`src/hdl/aunp_pkg.sv`:
```
package aunp_pkg;

    typedef enum logic [2:0] {
        MODE_IDLE = 3'd0,
        MODE_ZERO = 3'd1,
        MODE_DEC  = 3'd2,
        MODE_HEX  = 3'd3,
        MODE_BIN  = 3'd4
    } t_mode;

    localparam logic [1:0] STATUS_OK        = 2'd0;
    localparam logic [1:0] STATUS_OVER_32   = 2'd1;
    localparam logic [1:0] STATUS_OVER_WIDTH = 2'd2;

    localparam int unsigned VALUE_W = 32;
    localparam int unsigned SUM_W   = VALUE_W + 4;

    localparam logic [7:0] CHAR_TAB     = 8'h09;
    localparam logic [7:0] CHAR_NL      = 8'h0A;
    localparam logic [7:0] CHAR_SPACE   = 8'h20;
    localparam logic [7:0] CHAR_ZERO    = 8'h30;
    localparam logic [7:0] CHAR_ONE     = 8'h31;
    localparam logic [7:0] CHAR_NINE    = 8'h39;
    localparam logic [7:0] CHAR_UP_A    = 8'h41;
    localparam logic [7:0] CHAR_UP_F    = 8'h46;
    localparam logic [7:0] CHAR_LOW_A   = 8'h61;
    localparam logic [7:0] CHAR_LOW_B   = 8'h62;
    localparam logic [7:0] CHAR_LOW_F   = 8'h66;
    localparam logic [7:0] CHAR_LOW_X   = 8'h78;

    typedef struct packed {
        logic       hit;
        logic [3:0] value;
    } t_digit;

endpackage

```
`src/hdl/aunp_if.sv`:
```
interface aunp_in_if;
    logic       valid;
    logic       ready;
    logic [7:0] char_in;
    logic [5:0] field_width;

    modport source (output valid, output char_in, output field_width, input ready);
    modport sink   (input valid, input char_in, input field_width, output ready);
endinterface

interface aunp_out_if;
    logic        valid;
    logic        ready;
    logic [31:0] number_value;
    logic [1:0]  status;
    logic        no_digits;

    modport source (output valid, output number_value, output status, output no_digits,
                    input ready);
    modport sink   (input valid, input number_value, input status, input no_digits,
                    output ready);
endinterface

```
`src/hdl/aunp_digit.sv`:
```
module aunp_digit (
    input  logic [7:0]     i_char,
    input  aunp_pkg::t_mode i_mode,
    output aunp_pkg::t_digit o_digit
);
    import aunp_pkg::*;

    logic [7:0] w_dec_off;
    logic [7:0] w_up_off;
    logic [7:0] w_low_off;

    assign w_dec_off = i_char - CHAR_ZERO;
    assign w_up_off  = i_char - CHAR_UP_A + 8'd10;
    assign w_low_off = i_char - CHAR_LOW_A + 8'd10;

    always_comb begin
        o_digit = '0;
        case (i_mode)
            MODE_BIN: begin
                if (i_char inside {CHAR_ZERO, CHAR_ONE}) begin
                    o_digit.hit   = 1'b1;
                    o_digit.value = w_dec_off[3:0];
                end
            end
            MODE_HEX: begin
                if (i_char inside {[CHAR_ZERO:CHAR_NINE]}) begin
                    o_digit.hit   = 1'b1;
                    o_digit.value = w_dec_off[3:0];
                end else if (i_char inside {[CHAR_UP_A:CHAR_UP_F]}) begin
                    o_digit.hit   = 1'b1;
                    o_digit.value = w_up_off[3:0];
                end else if (i_char inside {[CHAR_LOW_A:CHAR_LOW_F]}) begin
                    o_digit.hit   = 1'b1;
                    o_digit.value = w_low_off[3:0];
                end
            end
            default: begin
                if (i_char inside {[CHAR_ZERO:CHAR_NINE]}) begin
                    o_digit.hit   = 1'b1;
                    o_digit.value = w_dec_off[3:0];
                end
            end
        endcase
    end

endmodule

```
`src/hdl/ascii_unsigned_number_parser.sv`:
```
// A result appears in the output register in the cycle after the item that ends a number.
// Throughput: one item per cycle; the input is taken whenever the output register is empty
// or is being drained in the same cycle.
// All per-item work (digit decode, constant multiply-add, width check) is combinational logic.
// Reset (i_rst_n low, synchronous) returns the parser to whitespace skipping with an empty
// accumulator and drops any pending result.
module ascii_unsigned_number_parser (
    input  logic       i_clk,
    input  logic       i_rst_n,
    aunp_in_if.sink    i_in,
    aunp_out_if.source o_out
);
    import aunp_pkg::*;

    t_mode            r_mode, n_mode;
    logic [31:0]      r_acc, n_acc;
    logic             r_ovf, n_ovf;
    logic             r_digit, n_digit;

    logic             r_out_valid;
    logic [31:0]      r_out_value;
    logic [1:0]       r_out_status;
    logic             r_out_empty;

    logic             w_accept;
    logic             w_finish;
    logic             w_space;
    t_digit           w_digit;
    logic [SUM_W-1:0] w_scaled;
    logic [SUM_W-1:0] w_sum;
    logic             w_wide_fail;
    logic [1:0]       w_status;

    aunp_digit u_digit (
        .i_char  (i_in.char_in),
        .i_mode  (r_mode),
        .o_digit (w_digit)
    );

    assign i_in.ready = !r_out_valid || o_out.ready;
    assign w_accept   = i_in.valid && i_in.ready;
    assign w_space    = (i_in.char_in == CHAR_TAB) || (i_in.char_in == CHAR_NL)
                     || (i_in.char_in == CHAR_SPACE);

    // acc * base + digit, kept 4 bits wider to see the carry past 32 bits
    always_comb begin
        case (r_mode)
            MODE_HEX: w_scaled = {r_acc, 4'b0000};
            MODE_BIN: w_scaled = {3'b000, r_acc, 1'b0};
            default:  w_scaled = {1'b0, r_acc, 3'b000} + {3'b000, r_acc, 1'b0};
        endcase
        w_sum = w_scaled + {{(SUM_W-4){1'b0}}, w_digit.value};
    end

    assign w_wide_fail = !i_in.field_width[5] && ((r_acc >> i_in.field_width[4:0]) != '0);
    assign w_status    = r_ovf ? STATUS_OVER_32 : (w_wide_fail ? STATUS_OVER_WIDTH : STATUS_OK);

    always_comb begin
        n_mode   = r_mode;
        n_acc    = r_acc;
        n_ovf    = r_ovf;
        n_digit  = r_digit;
        w_finish = 1'b0;
        if (w_accept) begin
            case (r_mode)
                MODE_IDLE: begin
                    if (w_space) begin
                        n_mode = MODE_IDLE;
                    end else if (i_in.char_in == CHAR_ZERO) begin
                        n_mode  = MODE_ZERO;
                        n_acc   = '0;
                        n_digit = 1'b1;
                    end else if (w_digit.hit) begin
                        n_mode  = MODE_DEC;
                        n_acc   = w_sum[31:0];
                        n_ovf   = r_ovf || (w_sum[SUM_W-1:32] != '0);
                        n_digit = 1'b1;
                    end else begin
                        w_finish = 1'b1;
                    end
                end
                MODE_ZERO: begin
                    if (i_in.char_in == CHAR_LOW_X) begin
                        n_mode  = MODE_HEX;
                        n_digit = 1'b0;
                    end else if (i_in.char_in == CHAR_LOW_B) begin
                        n_mode  = MODE_BIN;
                        n_digit = 1'b0;
                    end else if (w_digit.hit) begin
                        n_mode  = MODE_DEC;
                        n_acc   = w_sum[31:0];
                        n_ovf   = r_ovf || (w_sum[SUM_W-1:32] != '0);
                        n_digit = 1'b1;
                    end else begin
                        w_finish = 1'b1;
                    end
                end
                default: begin
                    if (w_digit.hit) begin
                        n_acc   = w_sum[31:0];
                        n_ovf   = r_ovf || (w_sum[SUM_W-1:32] != '0);
                        n_digit = 1'b1;
                    end else begin
                        w_finish = 1'b1;
                    end
                end
            endcase
            if (w_finish) begin
                n_mode  = MODE_IDLE;
                n_acc   = '0;
                n_ovf   = 1'b0;
                n_digit = 1'b0;
            end
        end
    end

    always_ff @(posedge i_clk) begin
        if (!i_rst_n) begin
            r_mode  <= MODE_IDLE;
            r_acc   <= '0;
            r_ovf   <= 1'b0;
            r_digit <= 1'b0;
        end else begin
            r_mode  <= n_mode;
            r_acc   <= n_acc;
            r_ovf   <= n_ovf;
            r_digit <= n_digit;
        end
    end

    always_ff @(posedge i_clk) begin
        if (!i_rst_n) begin
            r_out_valid <= 1'b0;
        end else if (w_finish) begin
            r_out_valid <= 1'b1;
        end else if (o_out.ready) begin
            r_out_valid <= 1'b0;
        end
    end

    // hold the payload until the next finished number is loaded
    always_ff @(posedge i_clk) begin
        if (w_finish) begin
            r_out_value  <= r_acc;
            r_out_status <= w_status;
            r_out_empty  <= !r_digit;
        end
    end

    assign o_out.valid        = r_out_valid;
    assign o_out.number_value = r_out_value;
    assign o_out.status       = r_out_status;
    assign o_out.no_digits    = r_out_empty;

    a_reset_clears: assert property (@(posedge i_clk)
        !i_rst_n |=> (r_mode == MODE_IDLE) && !r_out_valid)
        else $error("parser not cleared by reset");

    a_idle_empty: assert property (@(posedge i_clk) disable iff (!i_rst_n)
        (r_mode == MODE_IDLE) |-> (r_acc == '0) && !r_ovf && !r_digit)
        else $error("idle with leftover number state");

    a_zero_state: assert property (@(posedge i_clk) disable iff (!i_rst_n)
        (r_mode == MODE_ZERO) |-> (r_acc == '0) && r_digit && !r_ovf)
        else $error("leading zero state inconsistent");

    a_finish_loads: assert property (@(posedge i_clk) disable iff (!i_rst_n)
        w_finish |=> r_out_valid && (r_mode == MODE_IDLE))
        else $error("finished number not presented");

    a_empty_result: assert property (@(posedge i_clk) disable iff (!i_rst_n)
        (r_out_valid && r_out_empty) |-> (r_out_value == '0) && (r_out_status == STATUS_OK))
        else $error("empty number with nonzero value or status");

endmodule
```
`src/flat_wrapper.sv`:
```
// flat-port wrapper written by rule: the top's interface ports become plain ports
module ascii_unsigned_number_parser_flat import aunp_pkg::*;
  (i_clk, i_rst_n, i_in_valid, i_in_char_in, i_in_field_width, i_in_ready, o_out_valid, o_out_number_value, o_out_status, o_out_no_digits, o_out_ready);
  aunp_in_if i_in_i ();
  aunp_out_if o_out_i ();
  input  logic i_clk;
  input  logic i_rst_n;
  input wire logic [$bits(i_in_i.valid)-1:0] i_in_valid;
  input wire logic [$bits(i_in_i.char_in)-1:0] i_in_char_in;
  input wire logic [$bits(i_in_i.field_width)-1:0] i_in_field_width;
  output wire logic [$bits(i_in_i.ready)-1:0] i_in_ready;
  output wire logic [$bits(o_out_i.valid)-1:0] o_out_valid;
  output wire logic [$bits(o_out_i.number_value)-1:0] o_out_number_value;
  output wire logic [$bits(o_out_i.status)-1:0] o_out_status;
  output wire logic [$bits(o_out_i.no_digits)-1:0] o_out_no_digits;
  input wire logic [$bits(o_out_i.ready)-1:0] o_out_ready;
  assign i_in_i.valid = i_in_valid;
  assign i_in_i.char_in = i_in_char_in;
  assign i_in_i.field_width = i_in_field_width;
  assign i_in_ready = i_in_i.ready;
  assign o_out_valid = o_out_i.valid;
  assign o_out_number_value = o_out_i.number_value;
  assign o_out_status = o_out_i.status;
  assign o_out_no_digits = o_out_i.no_digits;
  assign o_out_i.ready = o_out_ready;
  ascii_unsigned_number_parser u_core (.i_clk(i_clk), .i_rst_n(i_rst_n), .i_in(i_in_i), .o_out(o_out_i));
endmodule
```
`config.mk`:
```
export PLATFORM = sky130hd
export DESIGN_NAME = ascii_unsigned_number_parser_flat
export DESIGN_NICKNAME = d
export VERILOG_FILES = /design/src/hdl/aunp_pkg.sv /design/src/hdl/aunp_if.sv /design/src/hdl/aunp_digit.sv /design/src/hdl/ascii_unsigned_number_parser.sv /design/src/flat_wrapper.sv
export SDC_FILE = /design/constraint.sdc
export NUM_CORES = 1
export LEC_CHECK = 0
export BUFFER_PORTS_ARGS = -buffer_cell sky130_fd_sc_hd__buf_2
export CAP_MARGIN = 10
export CORE_ASPECT_RATIO = 0.75
export CORE_UTILIZATION = 42
export DETAILED_ROUTE_END_ITERATION = 10
export PLACE_DENSITY = 0.7
export SYNTH_ARGS = -nofsm -noshare
export SYNTH_HDL_FRONTEND = slang
export SYNTH_HIERARCHICAL = 1
export SYNTH_SLANG_ARGS = --single-unit
```
`constraint.sdc`:
```
create_clock -name i_clk -period 5.33 [get_ports i_clk]
set_input_delay 0.2665 -clock i_clk [delete_from_list [all_inputs] [get_ports i_clk]]
set_output_delay 0.2665 -clock i_clk [all_outputs]
set_load 0.01 [all_outputs]
```
Yosys cells after proc, flatten, opt, wreduce, memory -nomap -nowiden. Index checks and enable logic that the tools add are counted.

$add $sub $neg: 7. Multipliers: 0. Div/mod/pow operators: 0. Order comparisons: 6. Equality and inequality tests: 14. Shifts and indexed selects: 1. Mux-type cells: 46. Bitwise logic cells: 0. Reduce and logical (&&, ||, !) cells: 22.

Operator list (count): $mux W32 (6); $pmux W36 S2 (1); $pmux W32 S2 (1); $add A35 B33 Y36 (1); $add A36 B4 Y36 (1); $reduce_bool A32 Y1 (1); $shr A32 B5 Y32 (1); $mux W5 (5); $eq A8 B6 Y1 const B (3); $mux W1 (21); $mux W3 (6); $eq A8 B4 Y1 const B (2); $eq A8 B7 Y1 const B (2); $ge A8 B7 Y1 const B (2); $le A8 B7 Y1 const B (2); $ne A3 B3 Y1 const B (4); $sub A4 B1 Y4 const B (3); $pmux W5 S2 (1); $add A4 B4 Y4 const B (2); $ge A8 B6 Y1 const B (1); $le A8 B6 Y1 const B (1); $pmux W1 S2 (3); $pmux W3 S2 (1); $logic_and A1 B1 Y1 (5); other kinds (13) (20).

Register bits: 73. Bits in latches: 0. RAM bits: 0. Memory bits (read-only): 0. Input port bits: 18. Output and inout port bits: 37. Word-level logic and storage cells: 104. Memories: 0.

Logic depth before layout (Yosys ltp).
Depth after elaboration: 14. Depth in mapped cells: 20. Depth with buffers taken out: 20.

Cells and area by module. The synthesis kept the hierarchy.

Modules (own cells, without submodules): ascii_unsigned_number_parser (instances 1, cells each 808, area each 6558.8 sq um, sequential area each 1811.7 sq um); aunp_digit (instances 1, cells each 36, area each 269.0 sq um, sequential area each 0.0 sq um).

Least setup slack after synthesis. Ideal clock, no wire load.

Kind: reg2reg. Start point: register u_core.r_mode[1]. End point: register u_core.r_ovf. Setup time: 0.121 ns. Data arrival time: 4.166 ns. Data required time: 5.209 ns. Slack: 1.044 ns. Stages on the path, launching flop included: 18. Buffers on the path: 4. Period minus slack after synthesis: 4.286 ns. Cell sequence: dfxtp_1 > buf_4 > nor3b_2 > buf_2 > buf_1 > clkbuf_1 > a22o_1 > ha_1 > a21oi_1 > or4_4 > a2111o_1 > a2111oi_4 > nand4_2 > nor4_4 > and4_1 > nand4_1 > a31oi_1 > o21ai_1.

Cells in the longest elaborated chain, start to end: 10. Elaborated cells between the ends (all ways): 28. Classes of those cells: add/sub (1); eq/ne (7); mux (16); reduce/logical (4).

RTL lines: start: declaration (line ascii_unsigned_number_parser.sv:15) `t_mode r_mode, n_mode;`; start signal: assignment (line ascii_unsigned_number_parser.sv:124) `r_mode <= n_mode;`; $eq A3 B3 Y1 / $eq A3 B2 Y1 (equally long branches) (line aunp_digit.sv:18, ascii_unsigned_number_parser.sv:47); $pmux W36 S2 / $pmux W5 S2 (equally long branches) (line ascii_unsigned_number_parser.sv:47, aunp_digit.sv:18); $add A36 B4 Y36 (line ascii_unsigned_number_parser.sv:52) `w_sum = w_scaled + {{(SUM_W-4){1'b0}}, w_digit.value};`; $reduce_bool A4 Y1 (line ascii_unsigned_number_parser.sv:76, ascii_unsigned_number_parser.sv:92, ascii_unsigned_number_parser.sv:101); $logic_or A1 B1 Y1 (line ascii_unsigned_number_parser.sv:76, ascii_unsigned_number_parser.sv:92, ascii_unsigned_number_parser.sv:101); $mux W1 (line ascii_unsigned_number_parser.sv:73, ascii_unsigned_number_parser.sv:89, ascii_unsigned_number_parser.sv:99); $mux W1, on equally long branches (line ascii_unsigned_number_parser.sv:86, ascii_unsigned_number_parser.sv:69); $mux W1, on equally long branches (line ascii_unsigned_number_parser.sv:83, ascii_unsigned_number_parser.sv:67); $pmux W1 S2 (line ascii_unsigned_number_parser.sv:65) `case (r_mode)`; $mux W1 (line ascii_unsigned_number_parser.sv:108) `if (w_finish) begin`; end signal: assignment (line ascii_unsigned_number_parser.sv:126) `r_ovf <= n_ovf;`; end: declaration (line ascii_unsigned_number_parser.sv:17) `logic r_ovf, n_ovf;`.

Several ways; a longest one is shown, not always the timed one. The select of a mux whose other input is x is not followed. A chain may end at the register's enable or synchronous reset.

==> results.md <==
* Placement row count at 39
* Height of the die at 112.4 um
* Max Clk Rate at 0.2137 GHz
* Final instance area at 7546 um2
* Share of flip-flops with an asynchronous set or reset at 0%
* CTS resizes at 0
* R2r endpoint: u_core/r_acc[29]$_SDFFE_PN0P_
* Worst Setup Slack, final at 0.6513 ns
* TritonCTS clock tree: done
* Synth Area per Inst at 8.090 um2
* Initial DRC count at 723
* Reg clk slew, reported paths at 0.06 ns
* Final-stage net count at 929
* Filler-free cell count of the finished design at 1081
* Num CTS Buffers at 9
* Synth Instances at 844
* Syn nets at 901
* CTS Hold Buffers Added at 0
* Mapped Area at 6828 um2
* Core box area at 15570 um2
* Crit path largest cell delay at 0.63 ns
* Dpl cells at 1066
* Drt total wl at 19530 um
* Worst-case clock skew at 0.004353 ns
* Pre-antenna DRT Iters at 5
* Min-Delay Path Class: in2reg
* WP data arrival at 4.88 ns
* VDD IR max at 0.1296 mV
* Worst reg2reg setup slack at 0.65 ns
* Slowest CP cell: dfxtp_1
* Buffers on Ports at 54
* First-pass GRT wire length at 32040 um
* Reg2Reg Launch Point: u_core/r_mode[0]$_SDFFE_PN0P_
* H-Tree Level Count at 3
* Post-DP Area at 7236 um2
* RSZ-0062 raised after global routing: false
* Max clock buf depth at 2
* Area grow syn2layout at 10.52%
* Hold Startpoint: i_in_field_width[5]
* Setup crit end kind: register
* Library cells used by synthesis at 94
* CP endpoint: u_core/r_acc[29]$_SDFFE_PN0P_
* Post-DR wirelength/cell at 18.07 um
* Crit path max fanout at 13
* Pwr/cell area at 186.1 nW/um2
* Startpoint types: register
* Setup CP Type: reg2reg
* Post-Place Setup Slack at 0.4808 ns
* Syn. warnings at 6
* IO Count at 55
* Die W at 149.2 um
* Layout cells sized above 1 at 13.70%
* Period Utilization, post-route at 87.78%
* P_leak at 0.002869 uW
* Post-CTS setup buffer count at 0
* CP required at 5.53 ns
* EDFF count, synth at 35
* Vias in the first global route at 6009
* Slew HR at 46.21%
* Final setup TNS at 0 ns
* Worst-Margin Slew at 0.7865 ns
* Yosys reg bits at 73
* ANT nets after route at 0
* Commonest register cell after synthesis: dfxtp_1
* Fin. Hold Viols at 0
* Initial antenna violation count at 0
* Clk sinks at 73
* Critical path launch point: u_core/r_mode[0]$_SDFFE_PN0P_
* Antenna cells at 0
* Via count at 6811
* Minimum clock period at 4.679 ns
* Area of the die at 16780 um2
* GRT overflow at 0
* Routability congestion estimate at 0.9091
* Post-route DRC at 0
* Status: completed
* Clock Latency Late Sink at 0.33 ns
* Root buffer cell: clkbuf_16
* Slew Viols, Final at 0
* GRT Total Usage at 23.70%
* Starting Density at 43.86%
* Final setup vio count at 0
* Pin count of the biggest net entering global routing at 35
* Sequential-to-total area share from yosys stat at 26.53%
* HPWL after detailed placement at 14670 um
* Reg2reg path depth at 18
* Max-cap viol count at 0
* Via density at 6.301
* CP cell instances: nor3b_1 -> o32ai_1 -> o21bai_1 -> o22ai_1 -> ha_1 -> inv_1 -> fa_1 -> inv_1 -> a21oi_1 -> or4_1 -> a2111o_1 -> a2111oi_4 -> nand4_4 -> nor4_4 -> nand2_1 -> xor2_1 -> o21ai_0 -> a21oi_1
## Yosys cell counts, drive strengths merged (12+ instances only)
cell type / instances / area [um2]
and3: 12 / 75.07
nand2: 81 / 306.6
o21ai: 51 / 259.0
nor3: 20 / 100.1
buf: 13 / 77.58
edfxtp: 35 / 1051
dfxtp: 38 / 760.7
nand4: 20 / 146.4
xnor2: 19 / 166.4
nor2: 74 / 277.8
ha: 37 / 462.9
nor4: 13 / 111.4
clkbuf: 37 / 138.9
a22oi: 26 / 195.2
mux2i: 12 / 120.1
nand3: 13 / 75.07
xor2: 16 / 140.1
a21oi: 99 / 510.5
inv: 21 / 78.83
## kinds of logic (layout without fill, tap and decap cells)
kind of cell	after synthesis	in the layout	synth area share (%)
and+or+nand+nor	307	307	24.23
AOI/OAI and AO/OA	302	302	30.15
DFF	73	73	26.53
buffers and inverters	71	103	4.325
adders and majority gates	39	39	7.367
xor gates and xnor gates	35	35	4.490
muxes	17	17	2.914
## flip-flops by register name, summed over array words and instances (netlist names)
| register | count |
|---|---|
| u_core/o_out.number_value | 32 |
| u_core/o_out.status | 2 |
| u_core/r_ovf | 1 |
| u_core/r_acc | 32 |
| u_core/o_out.valid | 1 |
| u_core/r_mode | 3 |
| u_core/o_out.no_digits | 1 |
| u_core/r_digit | 1 |
## layer usage
metal / GRT usage, % / up-vias / part of all wire (%)
li1: - / 3299 / -
met3: 3.374 / 6 / 9.3
met5: 0 / - / 0
met1: 38.77 / 3166 / 51
met4: 4.694 / 0 / 0.61
met2: 31.88 / 340 / 39
## through the flow
stage	hold WS (ns)	util (%)	power, uW
CTS	0.2050	48.48	1409
floorplan	0.4235	-	730.4
global placement	0.4371	46.48	782.2
detailed placement	0.4506	46.48	784.9
finish	0.2141	48.48	1404
global route	0.2203	48.48	1454
## cells in the final DEF (no fill, tap or decap), types with 11 or more instances in the layout
| cell | netlist | layout |
|---|---|---|
| a21oi_1 | 95 | 95 |
| a22oi_1 | 26 | 26 |
| and2_1 | 11 | 11 |
| and3_1 | 12 | 12 |
| buf_2 | 2 | 54 |
| buf_4 | 1 | 13 |
| dfxtp_1 | 38 | 38 |
| edfxtp_1 | 35 | 35 |
| ha_1 | 37 | 37 |
| inv_1 | 21 | 21 |
| mux2i_1 | 12 | 12 |
| nand2_1 | 80 | 80 |
| nand3_1 | 11 | 11 |
| nand4_1 | 18 | 18 |
| nor2_1 | 74 | 74 |
| nor3_1 | 20 | 20 |
| nor4_1 | 11 | 11 |
| o21ai_0 | 48 | 48 |
| xnor2_1 | 19 | 19 |
| xor2_1 | 16 | 16 |
## power breakdown
| group | total, uW | switching, uW | internal [uW] |
|---|---|---|---|
| logic | 157 | 101 | 56.2 |
| registers | 620 | 12.3 | 607 |
| clock network | 628 | 221 | 407 |
## worst min-delay path by stage
stage	to	slack, ns	depth (start not counted)
CTS	u_core/o_out.status[1]$_SDFFCE_PP0P_	0.20	2
global route	u_core/o_out.status[1]$_SDFFCE_PP0P_	0.22	2
global placement	u_core/o_out.no_digits$_DFFE_PP_	0.44	1
floorplan	u_core/o_out.status[0]$_SDFFCE_PP1P_	0.42	0
finish	u_core/o_out.status[1]$_SDFFCE_PP0P_	0.21	2
detailed placement	u_core/o_out.no_digits$_DFFE_PP_	0.45	1
## critical path: cells and delay by family (launching register included)
family / cells / cell delay [ns]
xor gates and xnor gates: 1 / 0.15
and+or+nand+nor: 5 / 1.27
adders and majority gates: 2 / 0.61
DFF: 1 / 0.63
AOI/OAI and AO/OA: 8 / 1.78
buffers and inverters: 2 / 0.13
## final cells by class
cell class,instances,area (um2)
clock buffers,10,229.0
flip-flops and latches,73,1812
fillers,1478,8020
multi-input cells,700,4721
well taps,205,256.5
clock inverters,5,81.33
inverters,21,78.83
repair buffers,67,367.9
(Power assumes the default switching activity.)
